$ cat src/rtl/core/olse_pkg.sv
package olse_pkg;

    // Fixed field widths of the request and response
    localparam int KIND_W   = 3;
    localparam int POS_W    = 6;
    localparam int VAL_W    = 64;
    localparam int OCNT_W   = 7;
    localparam int S_DATA_W = 72;   // position + value, padded to whole bytes
    localparam int M_DATA_W = 72;   // ok + read value + count

    typedef enum logic [KIND_W-1:0] {
        KIND_APPEND   = 3'd0,
        KIND_INSERT   = 3'd1,
        KIND_ERASE    = 3'd2,
        KIND_DELETE   = 3'd3,
        KIND_GET      = 3'd4,
        KIND_SET      = 3'd5,
        KIND_CONTAINS = 3'd6,
        KIND_SIZE     = 3'd7
    } t_kind;

    // Command broadcast to every cell of the chain
    typedef enum logic [2:0] {
        CMD_HOLD   = 3'd0,
        CMD_APPEND = 3'd1,
        CMD_INSERT = 3'd2,
        CMD_ERASE  = 3'd3,
        CMD_SET    = 3'd4,
        CMD_MATCH  = 3'd5,
        CMD_SCAN   = 3'd6,
        CMD_REMOVE = 3'd7
    } t_cmd;

    typedef struct packed {
        t_cmd             cmd;
        logic [POS_W-1:0] pos;
    } t_cell_ctl;

    typedef enum logic [2:0] {
        ST_IDLE   = 3'd0,
        ST_EXEC   = 3'd1,
        ST_SCAN   = 3'd2,
        ST_FINISH = 3'd3,
        ST_EMIT   = 3'd4
    } t_state;

endpackage

$ cat src/rtl/core/olse_cell.sv
module olse_cell #(
    parameter int DEPTH = 64,
    parameter int INDEX = 0
) (
    input  logic                              i_clk,
    input  olse_pkg::t_cell_ctl               i_ctl,
    input  logic [$clog2(DEPTH+1)-1:0]        i_count,
    input  logic [olse_pkg::VAL_W-1:0]        i_value,
    input  logic [olse_pkg::VAL_W-1:0]        i_left_entry,
    input  logic [olse_pkg::VAL_W-1:0]        i_right_entry,
    input  logic                              i_left_seen,
    output logic [olse_pkg::VAL_W-1:0]        o_entry,
    output logic                              o_seen
);
    import olse_pkg::*;

    localparam int CW    = $clog2(DEPTH + 1);
    localparam int CMP_W = (POS_W > CW) ? POS_W : CW;
    localparam logic [CMP_W-1:0] MY_IDX = CMP_W'(INDEX);

    logic [VAL_W-1:0] r_entry, n_entry;
    logic             r_hit, n_hit;
    logic             r_seen, n_seen;
    logic [CMP_W-1:0] w_pos;
    logic [CMP_W-1:0] w_cnt;

    assign w_pos = CMP_W'(i_ctl.pos);
    assign w_cnt = CMP_W'(i_count);

    always_comb begin
        n_entry = r_entry;
        n_hit   = r_hit;
        n_seen  = r_seen;
        unique case (i_ctl.cmd)
            CMD_APPEND: begin
                if (MY_IDX == w_cnt) n_entry = i_value;
            end
            CMD_INSERT: begin
                if (MY_IDX == w_pos) n_entry = i_value;
                else if (MY_IDX > w_pos) n_entry = i_left_entry;
            end
            CMD_ERASE: begin
                if (MY_IDX >= w_pos) n_entry = i_right_entry;
            end
            CMD_SET: begin
                if (MY_IDX == w_pos) n_entry = i_value;
            end
            CMD_MATCH: begin
                n_hit  = (MY_IDX < w_cnt) && (r_entry == i_value);
                n_seen = 1'b0;
            end
            CMD_SCAN: begin
                // prefix OR of hits ripples one cell per cycle
                n_seen = i_left_seen | r_hit;
            end
            CMD_REMOVE: begin
                if (r_seen) n_entry = i_right_entry;
            end
            default: begin
                n_entry = r_entry;
            end
        endcase
    end

    always_ff @(posedge i_clk) begin
        r_entry <= n_entry;
        r_hit   <= n_hit;
        r_seen  <= n_seen;
    end

    assign o_entry = r_entry;
    assign o_seen  = r_seen;

endmodule

$ cat config.mk
export PLATFORM = sky130hd
export DESIGN_NAME = olse_cell
export DESIGN_NICKNAME = d
export VERILOG_FILES = /design/src/rtl/core/olse_pkg.sv /design/src/rtl/core/olse_cell.sv
export SDC_FILE = /design/constraint.sdc
export NUM_CORES = 1
export LEC_CHECK = 0
export BUFFER_PORTS_ARGS = -buffer_cell sky130_fd_sc_hd__buf_2
export CORE_AREA = 2 2 106 108
export CTS_CLUSTER_DIAMETER = 200
export DETAILED_ROUTE_END_ITERATION = 16
export DIE_AREA = 0 0 108 110
export GPL_TIMING_DRIVEN = 0
export PLACE_DENSITY = 0.82
export SETUP_SLACK_MARGIN = 0.5
export SKIP_LAST_GASP = 1
export SYNTH_ARGS = -nofsm -noshare
export SYNTH_HDL_FRONTEND = slang
export SYNTH_SLANG_ARGS = --single-unit
$ cat constraint.sdc
create_clock -name i_clk -period 7 [get_ports i_clk]
set_clock_uncertainty 0.15 [all_clocks]
set_input_delay 1.75 -clock i_clk [delete_from_list [all_inputs] [get_ports i_clk]]
set_output_delay 1.75 -clock i_clk [all_outputs]
set_load 0.01 [all_outputs]
==> impl_metrics.env <==
export IMPL_outcome="finished, final reports clean"
export IMPL_p_sw_mw=0.307
export IMPL_clock_fmax_mhz=267
export IMPL_power_total_mw=1.02
export IMPL_layout_area_seq_um2=1980
export IMPL_nNetsFinal=894
export IMPL_cts_htree_levels=3
export IMPL_synth_area_um2=4880
export IMPL_drive_gt1_share_pct=61.4
export IMPL_tightest_slew_ps=885
export IMPL_clock_latency_ps=340
export IMPL_r2r_start="o_entry[48]"
export IMPL_endpoint_kind="flop"
export IMPL_hold_end="o_seen"
export IMPL_clock_sinks=66
export IMPL_grt_remaining_overflow=0
export IMPL_rr_endpoint="r_hit"
export IMPL_rows=38
export IMPL_path_clk_slew_ps=70
export IMPL_drv_slew=0
export IMPL_yosysSeqAreaShare_pct=40.6
export IMPL_hp_start="r_hit"
export IMPL_combPwrFrac_pct=28.7
export IMPL_viasPerCell=5.81
export IMPL_die_area_um2=11900
export IMPL_setup_tns_ps=0
export IMPL_ys_warn_count=0
export IMPL_post_drt_wl_per_cell_um=20.7
export IMPL_grt_pass1_wl_um=24700
export IMPL_fin_cells=829
export IMPL_ctsResizeCount=0
export IMPL_max_cap_violations=0
export IMPL_hold_violations=0
export IMPL_drt_antenna_violating_nets=0
export IMPL_ios=275
export IMPL_crit_required_ps=6810
export IMPL_final_common_cell="buf_2"
export IMPL_reg2reg_slack_ps=4950
export IMPL_cts_buffer_depth=2
export IMPL_cts_root_buf="clkbuf_8"
export IMPL_timing_final_ws_setup_ps=3250
export IMPL_leakagePower_nw=2.54
export IMPL_grt_pass1_vias=4752
export IMPL_grt_usage_pct=27.7
export IMPL_r2r_cells=5
export IMPL_postPlaceCellArea_um2=6430
export IMPL_gp_congestion=0.893
export IMPL_ys_ff_latch=66
export IMPL_grt_max_degree=65
export IMPL_cts_hold_buffers_added=0
export IMPL_intPower_mw=0.713
export IMPL_post_place_ws_ps=2890
export IMPL_layout_min_cycle_time_ps=3750
export IMPL_tritoncts="done"
export IMPL_syn_inst=400
export IMPL_fill_cells=918
export IMPL_fin_area_um2=6580
export IMPL_start_util_pct=45.6
export IMPL_fin_util_pct=61.5
export IMPL_num_vias=4819
export IMPL_arrival_ps=3560
export IMPL_first_pass_iters=5
export IMPL_antenna_found_initial=0
export IMPL_drt_iter0_drc=354
export IMPL_power_frac_seq_pct=44.6
export IMPL_synth_nets=610
export IMPL_swShare_pct=30.1
export IMPL_hold_ws_ps=475
export IMPL_hold_depth=2
export IMPL_start_kind="input port"
export IMPL_pwr_share_clk_pct=26.6
export IMPL_grt_setup_unrepaired="false"
export IMPL_slew_headroom_pct=41.0
export IMPL_routed_wl_um=17200
export IMPL_numCtsBuffers=9
export IMPL_finalCritPeriodShare_pct=53.6
export IMPL_synth_cell_type_count=27
export IMPL_portBuffers=273
export IMPL_path_class="input port to flop"
export IMPL_min_path_type="flop to flop"
export IMPL_area_growth_pct=35.0
export IMPL_multi_input_area_um2=2580
export IMPL_crit_fanout=64
export IMPL_dp_cells=813
export IMPL_die_w_um=108
export IMPL_fp_coreArea_um2=10700
export IMPL_die_h_um=110
export IMPL_n_antenna_cell=0
export IMPL_finalSetupViolations=0
export IMPL_syn_area_per_cell_um2=12.2
export IMPL_irDropWorstVdd_mv=0.0797
export IMPL_drc_errors=0
export IMPL_power_density_nw_per_um2=155
export IMPL_hpwl_um=13400
export IMPL_final_cell_mix="275 x buf_2, 68 x o22ai_1, 66 x edfxtp_1, 60 x o22ai_2, 60 x a21oi_2"
export IMPL_cts_setup_buffers=0
## layer usage
metal	GRT usage, %	share of wire (%)
met1	34.8	40
met4	11.5	3.0
met2	47.8	49
met5	0	0
met3	4.35	8.1
## synthesized netlist by cell type
master | instances | area, um2
a21oi_2 | 60 | 526
nand2_8 | 1 | 20.0
xnor2_1 | 46 | 403
and3_1 | 1 | 6.26
nand3_1 | 3 | 15.0
buf_2 | 2 | 10.0
edfxtp_1 | 66 | 1980
nor4_1 | 8 | 50.1
o22ai_2 | 60 | 751
nand2_1 | 4 | 15.0
o22ai_1 | 68 | 425
a21oi_4 | 1 | 16.3
nor3_1 | 2 | 10.0
buf_12 | 9 | 180
inv_1 | 2 | 7.51
clkbuf_1 | 19 | 71.3
o21ai_0 | 1 | 5.00
a32o_1 | 1 | 10.0
nor2_1 | 3 | 11.3
o31ai_1 | 1 | 7.51
o211ai_1 | 1 | 7.51
nand4_1 | 12 | 75.1
xor2_1 | 19 | 166
a21oi_1 | 4 | 20.0
nor4_4 | 1 | 21.3
and2_1 | 1 | 6.26
buf_8 | 4 | 60.1
## layout make-up
| cell class | count | share of cell area, % |
|---|---|---|
| repair buffers | 273 | 20.8 |
| multi-input cells | 298 | 39.2 |
| inverters | 2 | 0.114 |
| plain buffers | 34 | 4.88 |
| flip-flops and latches | 66 | 30.1 |
| well taps | 140 | 2.66 |
| clock inverters | 5 | 0.323 |
| clock buffers | 11 | 2.00 |
## worst max-delay path, stage by stage
cell and delay [ps]:
buf_2 100, nor4_1 390, nand2_1 210, o31ai_1 290, a32o_4 790
## worst max-delay path by stage
stage                     startpoint           to  slack (ps)
after floorplan             i_ctl[7]   o_entry[0]        2460
after global placement    i_count[3]  o_entry[60]        1370
after detailed placement  i_count[3]  o_entry[39]        2890
after CTS                 i_count[3]  o_entry[39]        3260
after global routing      i_count[3]  o_entry[39]        3110
final                     i_count[3]  o_entry[33]        3250
## sequential cells by signal, indices dropped and copies added, names as in the netlist
register,cells
o_entry,64
r_hit,1
o_seen,1
## logic make-up (layout without fill, tap and decap cells)
group | count (synthesis) | count (layout) | share of synthesized area, %
AOI/OAI and AO/OA | 197 | 197 | 36.2
DFF | 66 | 66 | 40.6
xor gates and xnor gates | 65 | 65 | 11.7
and+or+nand+nor | 36 | 36 | 4.72
buffers and inverters | 36 | 325 | 6.75
## power groups by stage
stage | Combinational, mW | Sequential [mW] | Clock [mW]
3_5_place_dp | 0.291 | 0.464 | 0
4_1_cts | 0.292 | 0.455 | 0.274
3_3_place_gp | 0.282 | 0.464 | 0
2_1_floorplan | 0.161 | 0.467 | 0
6_report | 0.293 | 0.455 | 0.271
5_1_grt | 0.313 | 0.456 | 0.285
No activity file was read; power rests on OpenSTA's default activity.
